File: src/rtl/rcqp_pkg.sv
package rcqp_pkg;

	localparam int RCQP_QUEUE_DEPTH   = 16;
	localparam int RCQP_PAYLOAD_BYTES = 8;
	localparam int PAYLOAD_W          = 64;
	localparam int TIME_W             = 32;
	localparam int INTERVAL_W         = 16;
	localparam int LEN_W              = 4;
	localparam int CFG_INDEX_W        = 2;
	localparam int CFG_DATA_W         = 16;

	typedef logic [2:0] status_t;
	typedef logic [1:0] mode_t;
	typedef logic [7:0] byte_t;

	// result status codes
	localparam status_t ST_QUEUED   = 3'd0;
	localparam status_t ST_DUP      = 3'd1;
	localparam status_t ST_FULL     = 3'd2;
	localparam status_t ST_DISABLED = 3'd3;
	localparam status_t ST_NOSEND   = 3'd4;
	localparam status_t ST_SENT     = 3'd5;

	// item kinds
	localparam logic CMD_SUBMIT = 1'b0;
	localparam logic CMD_POLL   = 1'b1;

	// last-byte rules
	localparam mode_t MODE_NONE     = 2'd0;
	localparam mode_t MODE_SUBTRACT = 2'd1;
	localparam mode_t MODE_NIBBLE   = 2'd2;

	// configuration register indexes
	localparam logic [CFG_INDEX_W-1:0] CFG_TX_ENABLE     = 2'd0;
	localparam logic [CFG_INDEX_W-1:0] CFG_ENCODING_MODE = 2'd1;
	localparam logic [CFG_INDEX_W-1:0] CFG_SEND_INTERVAL = 2'd2;
	localparam logic [CFG_INDEX_W-1:0] CFG_DATA_LEN      = 2'd3;

	localparam logic [LEN_W-1:0] DATA_LEN_RESET = 4'd8;

	// last-byte rule constants
	localparam byte_t GROUP_STEP = 8'h10;
	localparam byte_t SUB_BASE   = 8'h3C;
	localparam byte_t SUB_STEP   = 8'h11;
	localparam byte_t NIB_KEEP   = 8'hF0;
	localparam byte_t NIB_BIT    = 8'h08;

	// queue occupancy flags
	typedef struct packed {
		logic empty;
		logic full;
	} q_stat_t;

endpackage

File: src/rtl/rcqp_if.sv
interface rcqp_in_if;
	import rcqp_pkg::*;

	logic                 valid;
	logic                 ready;
	logic                 command;
	byte_t                cmd_code;
	byte_t                group_id;
	logic [PAYLOAD_W-1:0] payload;
	logic [TIME_W-1:0]    now_ms;

	modport source (output valid, command, cmd_code, group_id, payload, now_ms, input ready);
	modport sink (input valid, command, cmd_code, group_id, payload, now_ms, output ready);
endinterface

interface rcqp_out_if;
	import rcqp_pkg::*;

	logic                 valid;
	logic                 ready;
	status_t              status;
	logic [PAYLOAD_W-1:0] frame;
	logic                 repeat_no;

	modport source (output valid, status, frame, repeat_no, input ready);
	modport sink (input valid, status, frame, repeat_no, output ready);
endinterface

File: src/rtl/rcqp_queue.sv
module rcqp_queue #(
	parameter int DEPTH = rcqp_pkg::RCQP_QUEUE_DEPTH,
	parameter int PLD_W = 8 * rcqp_pkg::RCQP_PAYLOAD_BYTES
) (
	input  logic              clk,
	input  logic              arst_n,
	input  logic              push,
	input  rcqp_pkg::byte_t   push_code,
	input  rcqp_pkg::byte_t   push_group,
	input  logic [PLD_W-1:0]  push_payload,
	input  logic              pop,
	output rcqp_pkg::q_stat_t stat,
	output rcqp_pkg::byte_t   head_code,
	output rcqp_pkg::byte_t   head_group,
	output logic [PLD_W-1:0]  head_payload,
	output rcqp_pkg::byte_t   new_code,
	output rcqp_pkg::byte_t   new_group,
	output logic [PLD_W-1:0]  new_payload
);
	import rcqp_pkg::*;

	localparam int PTR_W = $clog2(DEPTH);
	localparam int ENT_W = 16 + PLD_W;

	logic [ENT_W-1:0] mem [DEPTH];
	logic [PTR_W-1:0] head_q, tail_q, head_nx, tail_inc, head_inc;
	logic [ENT_W-1:0] wr_entry, head_entry_q;
	logic [ENT_W-1:0] newest_q;

	function automatic logic [PTR_W-1:0] ptr_inc(input logic [PTR_W-1:0] p);
		logic [PTR_W-1:0] r;
		if (p == PTR_W'(DEPTH - 1)) begin
			r = '0;
		end else begin
			r = p + 1'b1;
		end
		return r;
	endfunction

	assign tail_inc   = ptr_inc(tail_q);
	assign head_inc   = ptr_inc(head_q);
	assign head_nx    = pop ? head_inc : head_q;
	assign wr_entry   = {push_code, push_group, push_payload};
	assign stat.empty = (head_q == tail_q);
	assign stat.full  = (tail_inc == head_q);

	always_ff @(posedge clk or negedge arst_n) begin
		if (!arst_n) begin
			head_q <= '0;
			tail_q <= '0;
		end else begin
			if (push) begin
				tail_q <= tail_inc;
			end
			if (pop) begin
				head_q <= head_inc;
			end
		end
	end

	// storage with a registered read of the next head entry; write-through
	// when the slot being written becomes the head
	always_ff @(posedge clk) begin
		if (push) begin
			mem[tail_q] <= wr_entry;
			newest_q    <= wr_entry;
		end
		if (push && tail_q == head_nx) begin
			head_entry_q <= wr_entry;
		end else begin
			head_entry_q <= mem[head_nx];
		end
	end

	assign head_code    = head_entry_q[ENT_W-1 -: 8];
	assign head_group   = head_entry_q[ENT_W-9 -: 8];
	assign head_payload = head_entry_q[PLD_W-1:0];
	assign new_code     = newest_q[ENT_W-1 -: 8];
	assign new_group    = newest_q[ENT_W-9 -: 8];
	assign new_payload  = newest_q[PLD_W-1:0];

endmodule

File: src/rtl/rf_command_queue_pacer.sv
// Command queue that paces radio frames. A submit transaction (command 0)
// offers a code, a group and a payload; with tx_enable set it is queued in a
// ring of QUEUE_DEPTH slots (one slot always stays free), unless the queue is
// full or it repeats the newest queued entry on code, group and the first
// active (clamped data_len) payload bytes. A poll transaction (command 1) carries the time in
// milliseconds; when no frame is in flight it pops the oldest entry, adjusts
// its last active byte by encoding_mode and then sends that frame twice, each
// send once send_interval ms have passed since the pop or the first send.
// Every input transaction gives exactly one result transaction. An item passes
// through the input register and then the result register, and a new item is
// taken every cycle as long as the result side keeps taking results; the queue
// memory is read one head entry ahead, so the pop never waits on a memory read.
// Configuration is written through cfg_we/cfg_index/cfg_data; the user must
// write it only while no item is in flight, as the block does not enforce this.
module rf_command_queue_pacer #(
	parameter int QUEUE_DEPTH   = rcqp_pkg::RCQP_QUEUE_DEPTH,
	parameter int PAYLOAD_BYTES = rcqp_pkg::RCQP_PAYLOAD_BYTES
) (
	input  logic                                 clk,
	input  logic                                 arst_n,
	input  logic                                 cfg_we,
	input  logic [rcqp_pkg::CFG_INDEX_W-1:0]     cfg_index,
	input  logic [rcqp_pkg::CFG_DATA_W-1:0]      cfg_data,
	rcqp_in_if.sink                              in_ch,
	rcqp_out_if.source                           out_ch
);
	import rcqp_pkg::*;

	localparam int PLD_W = 8 * PAYLOAD_BYTES;
	localparam int IDX_W = (PAYLOAD_BYTES > 1) ? $clog2(PAYLOAD_BYTES) : 1;

	// configuration registers
	logic                  tx_enable_q;
	mode_t                 encoding_mode_q;
	logic [INTERVAL_W-1:0] send_interval_q;
	logic [LEN_W-1:0]      data_len_q;

	always_ff @(posedge clk or negedge arst_n) begin
		if (!arst_n) begin
			tx_enable_q     <= 1'b0;
			encoding_mode_q <= MODE_NONE;
			send_interval_q <= '0;
			data_len_q      <= DATA_LEN_RESET;
		end else if (cfg_we) begin
			unique case (cfg_index)
				CFG_TX_ENABLE:     tx_enable_q     <= cfg_data[0];
				CFG_ENCODING_MODE: encoding_mode_q <= cfg_data[1:0];
				CFG_SEND_INTERVAL: send_interval_q <= cfg_data[INTERVAL_W-1:0];
				CFG_DATA_LEN:      data_len_q      <= cfg_data[LEN_W-1:0];
				default: ;
			endcase
		end
	end

	// input register stage
	logic                  valid_s1;
	logic                  command_s1;
	byte_t                 code_s1, group_s1;
	logic [PLD_W-1:0]      payload_s1;
	logic [TIME_W-1:0]     now_s1;

	// result register stage
	logic                  valid_s2;
	status_t               status_s2;
	logic [PLD_W-1:0]      frame_s2;
	logic                  rep_s2;

	logic advance, process;

	// result slot frees when empty or when its transaction completes
	assign advance     = !valid_s2 || out_ch.ready;
	assign process     = valid_s1 && advance;
	assign in_ch.ready = !valid_s1 || advance;

	always_ff @(posedge clk or negedge arst_n) begin
		if (!arst_n) begin
			valid_s1 <= 1'b0;
		end else if (in_ch.ready) begin
			valid_s1 <= in_ch.valid;
		end
	end

	always_ff @(posedge clk) begin
		if (in_ch.valid && in_ch.ready) begin
			command_s1 <= in_ch.command;
			code_s1    <= in_ch.cmd_code;
			group_s1   <= in_ch.group_id;
			payload_s1 <= in_ch.payload[PLD_W-1:0];
			now_s1     <= in_ch.now_ms;
		end
	end

	// active length, clamped to 1..PAYLOAD_BYTES, and its byte mask
	logic [LEN_W-1:0] act_len;
	logic [IDX_W-1:0] last_idx;
	logic [PLD_W-1:0] len_mask;

	always_comb begin
		if (data_len_q == '0) begin
			act_len = LEN_W'(1);
		end else if (data_len_q > LEN_W'(PAYLOAD_BYTES)) begin
			act_len = LEN_W'(PAYLOAD_BYTES);
		end else begin
			act_len = data_len_q;
		end
	end

	assign last_idx = IDX_W'(act_len - 1'b1);

	always_comb begin
		for (int i = 0; i < PAYLOAD_BYTES; i++) begin
			len_mask[8*i +: 8] = (LEN_W'(i) < act_len) ? 8'hFF : 8'h00;
		end
	end

	// queue
	q_stat_t          q_stat;
	byte_t            head_code, head_group, new_code, new_group;
	logic [PLD_W-1:0] head_payload, new_payload, pl_masked;
	logic             push, pop;

	assign pl_masked = payload_s1 & len_mask;

	rcqp_queue #(
		.DEPTH (QUEUE_DEPTH),
		.PLD_W (PLD_W)
	) u_queue (
		.clk          (clk),
		.arst_n       (arst_n),
		.push         (push),
		.push_code    (code_s1),
		.push_group   (group_s1),
		.push_payload (pl_masked),
		.pop          (pop),
		.stat         (q_stat),
		.head_code    (head_code),
		.head_group   (head_group),
		.head_payload (head_payload),
		.new_code     (new_code),
		.new_group    (new_group),
		.new_payload  (new_payload)
	);

	// last-byte rule on the popped entry
	logic [PLD_W-1:0] pop_data, pop_frame;
	byte_t            last_b, adj_b, t_lo, sub_k, sub_prod, nib_add;
	logic [15:0]      t_full;

	assign pop_data = head_payload & len_mask;

	always_comb begin
		last_b = '0;
		for (int i = 0; i < PAYLOAD_BYTES; i++) begin
			if (last_idx == IDX_W'(i)) begin
				last_b = pop_data[8*i +: 8];
			end
		end
	end

	// t is code minus 16 * group, taken mod 2^16
	assign t_full   = {8'h00, head_code} - 16'(head_group) * 16'(GROUP_STEP);
	assign t_lo     = t_full[7:0];
	assign sub_k    = 8'd3 - t_lo;
	assign sub_prod = 8'(sub_k * SUB_STEP);
	assign nib_add  = (t_full < 16'd4) ? (NIB_BIT >> t_full[1:0]) : 8'h00;

	always_comb begin
		unique case (encoding_mode_q)
			MODE_SUBTRACT: adj_b = last_b - SUB_BASE - sub_prod;
			MODE_NIBBLE:   adj_b = (last_b & NIB_KEEP) + nib_add;
			default:       adj_b = last_b;
		endcase
	end

	always_comb begin
		pop_frame = pop_data;
		for (int i = 0; i < PAYLOAD_BYTES; i++) begin
			if (last_idx == IDX_W'(i)) begin
				pop_frame[8*i +: 8] = adj_b;
			end
		end
	end

	// send pacing state
	logic              sending_q, step_q;
	logic [TIME_W-1:0] last_send_q;
	logic [PLD_W-1:0]  frame_buf_q;

	logic              is_poll, is_submit, dup_hit;
	logic              snd_c, step_c, send_ok;
	logic [TIME_W-1:0] last_c, elapsed;
	logic [PLD_W-1:0]  fbuf_c;
	status_t           status_c;

	assign is_poll   = process && command_s1 == CMD_POLL;
	assign is_submit = process && command_s1 == CMD_SUBMIT;

	// repeat of the newest queued entry on code, group and active bytes
	assign dup_hit = !q_stat.empty && new_code == code_s1 && new_group == group_s1
	                 && ((new_payload ^ pl_masked) & len_mask) == '0;

	assign push = is_submit && tx_enable_q && !q_stat.full && !dup_hit;
	assign pop  = is_poll && !q_stat.empty && !sending_q;

	// a pop restarts the interval at the current time
	assign snd_c   = pop ? 1'b1 : sending_q;
	assign step_c  = pop ? 1'b0 : step_q;
	assign last_c  = pop ? now_s1 : last_send_q;
	assign fbuf_c  = pop ? pop_frame : frame_buf_q;
	assign elapsed = now_s1 - last_c;
	assign send_ok = snd_c && elapsed >= TIME_W'(send_interval_q);

	always_comb begin
		if (command_s1 == CMD_POLL) begin
			status_c = send_ok ? ST_SENT : ST_NOSEND;
		end else begin
			priority if (!tx_enable_q) begin
				status_c = ST_DISABLED;
			end else if (q_stat.full) begin
				status_c = ST_FULL;
			end else if (dup_hit) begin
				status_c = ST_DUP;
			end else begin
				status_c = ST_QUEUED;
			end
		end
	end

	always_ff @(posedge clk or negedge arst_n) begin
		if (!arst_n) begin
			sending_q   <= 1'b0;
			step_q      <= 1'b0;
			last_send_q <= '0;
			frame_buf_q <= '0;
		end else if (is_poll) begin
			frame_buf_q <= fbuf_c;
			if (send_ok) begin
				if (!step_c) begin
					sending_q   <= 1'b1;
					step_q      <= 1'b1;
					last_send_q <= now_s1;
				end else begin
					sending_q   <= 1'b0;
					step_q      <= step_c;
					last_send_q <= last_c;
				end
			end else begin
				sending_q   <= snd_c;
				step_q      <= step_c;
				last_send_q <= last_c;
			end
		end
	end

	// result register
	always_ff @(posedge clk or negedge arst_n) begin
		if (!arst_n) begin
			valid_s2 <= 1'b0;
		end else if (advance) begin
			valid_s2 <= valid_s1;
		end
	end

	always_ff @(posedge clk) begin
		if (process) begin
			status_s2 <= status_c;
			if (is_poll && send_ok) begin
				frame_s2 <= fbuf_c & len_mask;
				rep_s2   <= step_c;
			end else begin
				frame_s2 <= '0;
				rep_s2   <= 1'b0;
			end
		end
	end

	assign out_ch.valid     = valid_s2;
	assign out_ch.status    = status_s2;
	assign out_ch.frame     = PAYLOAD_W'(frame_s2);
	assign out_ch.repeat_no = rep_s2;

endmodule
File: src/flat_wrapper.sv
// flat-port wrapper written by rule: the top's interface ports become plain ports
module rf_command_queue_pacer_flat import rcqp_pkg::*;
#(
	parameter int QUEUE_DEPTH   = rcqp_pkg::RCQP_QUEUE_DEPTH,
	parameter int PAYLOAD_BYTES = rcqp_pkg::RCQP_PAYLOAD_BYTES
)
  (clk, arst_n, cfg_we, cfg_index, cfg_data, in_ch_valid, in_ch_command, in_ch_cmd_code, in_ch_group_id, in_ch_payload, in_ch_now_ms, in_ch_ready, out_ch_valid, out_ch_status, out_ch_frame, out_ch_repeat_no, out_ch_ready);
  rcqp_in_if in_ch_i ();
  rcqp_out_if out_ch_i ();
  input  logic clk;
  input  logic arst_n;
  input  logic cfg_we;
  input  logic [rcqp_pkg::CFG_INDEX_W-1:0] cfg_index;
  input  logic [rcqp_pkg::CFG_DATA_W-1:0] cfg_data;
  input wire logic [$bits(in_ch_i.valid)-1:0] in_ch_valid;
  input wire logic [$bits(in_ch_i.command)-1:0] in_ch_command;
  input wire logic [$bits(in_ch_i.cmd_code)-1:0] in_ch_cmd_code;
  input wire logic [$bits(in_ch_i.group_id)-1:0] in_ch_group_id;
  input wire logic [$bits(in_ch_i.payload)-1:0] in_ch_payload;
  input wire logic [$bits(in_ch_i.now_ms)-1:0] in_ch_now_ms;
  output wire logic [$bits(in_ch_i.ready)-1:0] in_ch_ready;
  output wire logic [$bits(out_ch_i.valid)-1:0] out_ch_valid;
  output wire logic [$bits(out_ch_i.status)-1:0] out_ch_status;
  output wire logic [$bits(out_ch_i.frame)-1:0] out_ch_frame;
  output wire logic [$bits(out_ch_i.repeat_no)-1:0] out_ch_repeat_no;
  input wire logic [$bits(out_ch_i.ready)-1:0] out_ch_ready;
  assign in_ch_i.valid = in_ch_valid;
  assign in_ch_i.command = in_ch_command;
  assign in_ch_i.cmd_code = in_ch_cmd_code;
  assign in_ch_i.group_id = in_ch_group_id;
  assign in_ch_i.payload = in_ch_payload;
  assign in_ch_i.now_ms = in_ch_now_ms;
  assign in_ch_ready = in_ch_i.ready;
  assign out_ch_valid = out_ch_i.valid;
  assign out_ch_status = out_ch_i.status;
  assign out_ch_frame = out_ch_i.frame;
  assign out_ch_repeat_no = out_ch_i.repeat_no;
  assign out_ch_i.ready = out_ch_ready;
  rf_command_queue_pacer #(.QUEUE_DEPTH(QUEUE_DEPTH), .PAYLOAD_BYTES(PAYLOAD_BYTES)) u_core (.clk(clk), .arst_n(arst_n), .cfg_we(cfg_we), .cfg_index(cfg_index), .cfg_data(cfg_data), .in_ch(in_ch_i), .out_ch(out_ch_i));
endmodule
File: config.mk
export PLATFORM = sky130hd
export DESIGN_NAME = rf_command_queue_pacer_flat
export DESIGN_NICKNAME = d
export VERILOG_FILES = /design/src/rtl/rcqp_pkg.sv /design/src/rtl/rcqp_if.sv /design/src/rtl/rcqp_queue.sv /design/src/rtl/rf_command_queue_pacer.sv /design/src/flat_wrapper.sv
export SDC_FILE = /design/constraint.sdc
export NUM_CORES = 2
export LEC_CHECK = 0
export ABC_CLOCK_PERIOD_IN_PS = 12600
export BUFFER_PORTS_ARGS = -buffer_cell sky130_fd_sc_hd__buf_4
export CORE_AREA = 2 2 356 358
export DETAILED_ROUTE_END_ITERATION = 6
export DIE_AREA = 0 0 358 360
export PLACE_DENSITY_LB_ADDON = 0.1
export SLEW_MARGIN = 15
export SYNTH_ARGS = -nofsm -noshare
export SYNTH_HDL_FRONTEND = slang
export SYNTH_SLANG_ARGS = --single-unit
File: constraint.sdc
create_clock -name clk -period 12.6 [get_ports clk]
set_input_delay 0.63 -clock clk [delete_from_list [all_inputs] [get_ports clk]]
set_output_delay 0.63 -clock clk [all_outputs]
set_load 0.02 [all_outputs]
==> run summary <==
Post-Syn Area - 68,500 sq um
Max VDD drop - 0.000537 V
clk buf depth - 3
Final Worst Setup Slack - 4420 ps
ANT nets after route - 0
Final Cycle Share - 64.9%
Mapped Nets - 3,789
row count - 130
clock buffer count from CTS - 169
register area share after synthesis - 72.5%
Crit path max-delay family - compound AO/OA/AOI/OAI gates
setup TNS - 0 ps
Pre-Repair DR Iteration Count - 6
Slew Viols, Final - 0
RSZ-0062 raised after global routing - no
final instance area - 78,400 sq um
max incr delay on CP - 760 ps
minimum hold slack - 54.0 ps
DRC - 0
Power Dens Cells - 230 nW/um^2
Crit. End Element - flop
DIE AREA - 129,000 sq um
first-pass GRT wire length - 256 mm
DIE HEIGHT - 360 microns
layout cells sized above 1 - 24.0%
Area contributors post-synth - edfxtp_1 68%, mux4_2 11%, dfrtp_1 4.8%, ha_1 1.4%, mux2i_1 0.95%
initial antenna violation count - 3
Port Buffers - 205
placed instance count - 5,328
Crit path arrival time - 8710 ps
Slowest-stage cell, CP - dfxtp_4
non-filler cells, final - 5,750
Post-synth EDFFs - 1,541
Worst EP required - 13,130 ps
mean area per synthesized cell - 19.2 sq um
synthesized flop and latch total - 1,676
slew margin rel. - 16.6%
Buf+Inv Stages, Crit Path - 3
Worst-Skew Late Latency - 810 ps
Fin. Hold Viols - 0
gr usage total - 27.8%
Clock Skew - 35.9 ps
CTS clk-pin slew, worst paths - 60 ps
post-synth top area share - 67.6%
minimum clock period - 8180 ps
Layout Nets - 4,180
Die W - 358 microns
largest net degree at the start of global routing - 130
Startpoint Class - flop
average wire per standard cell - 30.8 microns
Ys Warns - 0
fmax - 122 MHz
outcome - finished, final reports clean
static leakage - 26.1 nW
top cells by instance count after synthesis - 1,541 x edfxtp_1, 342 x mux4_2, 138 x nor2_1, 130 x dfrtp_1, 125 x nand2_1
global route total overflow - 0
hpwl dp - 104 mm
HP Class - in2reg
CTS sink cnt - 1,676
htree depth - 4
vias in the first global route - 37.0k
post-layout power - 18.0 mW
DR vias/cell - 6.34
total wire length - 177 mm
Root Buffer Master - clkbuf_16
most used cell along the critical path - ha_1
Area after DPL - 71,900 sq um
ys async rst share - 7.82%
largest area contributor in the netlist - edfxtp_1
GPL Wtd Cong - 0.923
Cell Chain, Critical Path - buf_4 > buf_4 > mux4_2 > mux4_2 > nand2_1 > o22ai_1 > a211oi_2 > a2bb2oi_2 > ha_1 > ha_1 > fa_1 > fa_1 > inv_1 > ha_1 > a21oi_1 > o21ai_0 > xnor2_1 > xnor2_1 > o21a_1 > o22a_1 > a21bo_2 > a221o_1 > nor3b_1
Via Count - 36.5k
most frequent cell after synthesis - edfxtp_1
Mapped Cells - 3,569
cts repair resizes - 0
DP Worst Slack - 4400 ps
Core ar. - 125,000 sq um
Initial Util - 54.8%
Setup CP Type - reg2reg
area growth from synthesis to layout - 14.5%
TritonCTS clock tree - built
final core occ - 62.8%
main flop type after synthesis - edfxtp_1
Yosys cell types - 94
Worst-Margin Slew - 1250 ps
First DRT Iteration DRCs - 4,496
worst-path maximum fanout - 38
setup violators final - 0
MaxCap Viol Count - 0
IO Pins - 206
layout by cell type (no fill, tap or decap), types with 15 or more instances in the layout:
cell type and count:
clkinv_2 23, dfrtp_1 130, dlygate4sd3_1 111, edfxtp_1 1541
nand3_1 34, clkbuf_1 40, and2_1 41, o32ai_1 20
ha_1 78, nor4bb_1 19, a211oi_1 15, xnor2_1 61
clkinv_1 38, mux2_2 44, a22oi_1 22, inv_1 58
nor3_1 26, nor3b_1 39, mux4_1 22, buf_4 276
o21ai_0 61, o21a_1 18, nor4_1 22, nor2b_1 43
nand4_1 15, mux2_1 23, clkbuf_16 171, nor2_1 126
nand2_1 125, a31oi_1 34, mux2i_1 65, mux4_2 342
a21oi_1 86, xor2_1 45
flip-flops by register name (all words and copies together), names as in the netlist, named ones only:
signal                   cells
u_core.valid_s1              1
u_core.out_ch.valid          1
u_core.out_ch.frame         64
u_core.command_s1            1
u_core.sending_q             1
u_core.code_s1               8
u_core.tx_enable_q           1
u_core.group_s1              8
u_core.data_len_q            4
u_core.u_queue.head_q        4
u_core.frame_buf_q          64
u_core.u_queue.tail_q        4
u_core.out_ch.status         3
u_core.step_q                1
u_core.payload_s1           64
u_core.out_ch.repeat_no      1
u_core.now_s1               32
u_core.send_interval_q      16
u_core.u_queue.newest_q     80
u_core.u_queue.mem        1280
u_core.encoding_mode_q       2
u_core.last_send_q          32
final cells by class:
| type | count | area [sq um] |
|---|---|---|
| Sequential cell | 1676 | 49600 |
| Fill cell | 8658 | 46500 |
| Multi-Input combinational cell | 1659 | 17800 |
| Clock buffer | 214 | 4470 |
| Timing Repair Buffer | 394 | 3310 |
| Tap cell | 1650 | 2060 |
| Clock inverter | 95 | 893 |
| Inverter | 60 | 225 |
| Antenna cell | 2 | 5.00 |
worst paths after layout:
path                                        start                       to  slack, ps  cells after the start
setup / recovery                             flop  u_core.out_ch.frame[39]       4420                     23
hold / removal                  in_ch_payload[28]    u_core.payload_s1[28]         50                      1
setup reg to reg                             flop  u_core.out_ch.frame[39]       4420                     23
hold reg to reg            u_core.frame_buf_q[63]   u_core.frame_buf_q[63]        460                      2
max in group asynchronous                  arst_n   u_core.frame_buf_q[16]      10750                      3
min in group asynchronous                  arst_n          u_core.valid_s1        400                      2
power breakdown:
| group | switching (mW) | internal, mW |
|---|---|---|
| Clock | 2.11 | 2.77 |
| Combinational | 3.62 | 2.73 |
| Sequential | 0.290 | 6.54 |
worst register-to-register path, cell delays in order (launching register included):
cell,delay [ps]
dfxtp_4,760
buf_4,770
buf_4,720
mux4_2,650
mux4_2,460
nand2_1,170
o22ai_1,120
a211oi_2,280
a2bb2oi_2,210
ha_1,270
ha_1,330
fa_1,420
fa_1,550
inv_1,40
ha_1,310
a21oi_1,160
o21ai_0,110
xnor2_1,150
xnor2_1,230
o21a_1,180
o22a_1,260
a21bo_2,280
a221o_1,320
nor3b_1,140
layer usage:
metal	wire, microns	track usage (%)	vias up
li1	-	-	15300
met1	74100	40.6	19200
met2	84400	43.3	1676
met3	14300	5.20	233
met4	4250	7.64	0
met5	0	0	-
logic make-up after synthesis:
kind of cell               count (synthesis)  synth area share [%]
DFF                                     1676                  72.5
and+or+nand+nor                          581                  4.55
muxes                                    496                  14.1
AOI/OAI and AO/OA                        391                  4.02
buffers and inverters                    234                  1.80
xor gates and xnor gates                 107                  1.39
adders and majority gates                 84                  1.60
what timing repair did:
item	4_1_cts	5_1_grt
hold buffers	111	0
endpoints found under the hold margin	169	0
setup buffers	0	0
endpoints found under the setup margin	0	0
Power figures use the tool's default switching activity.
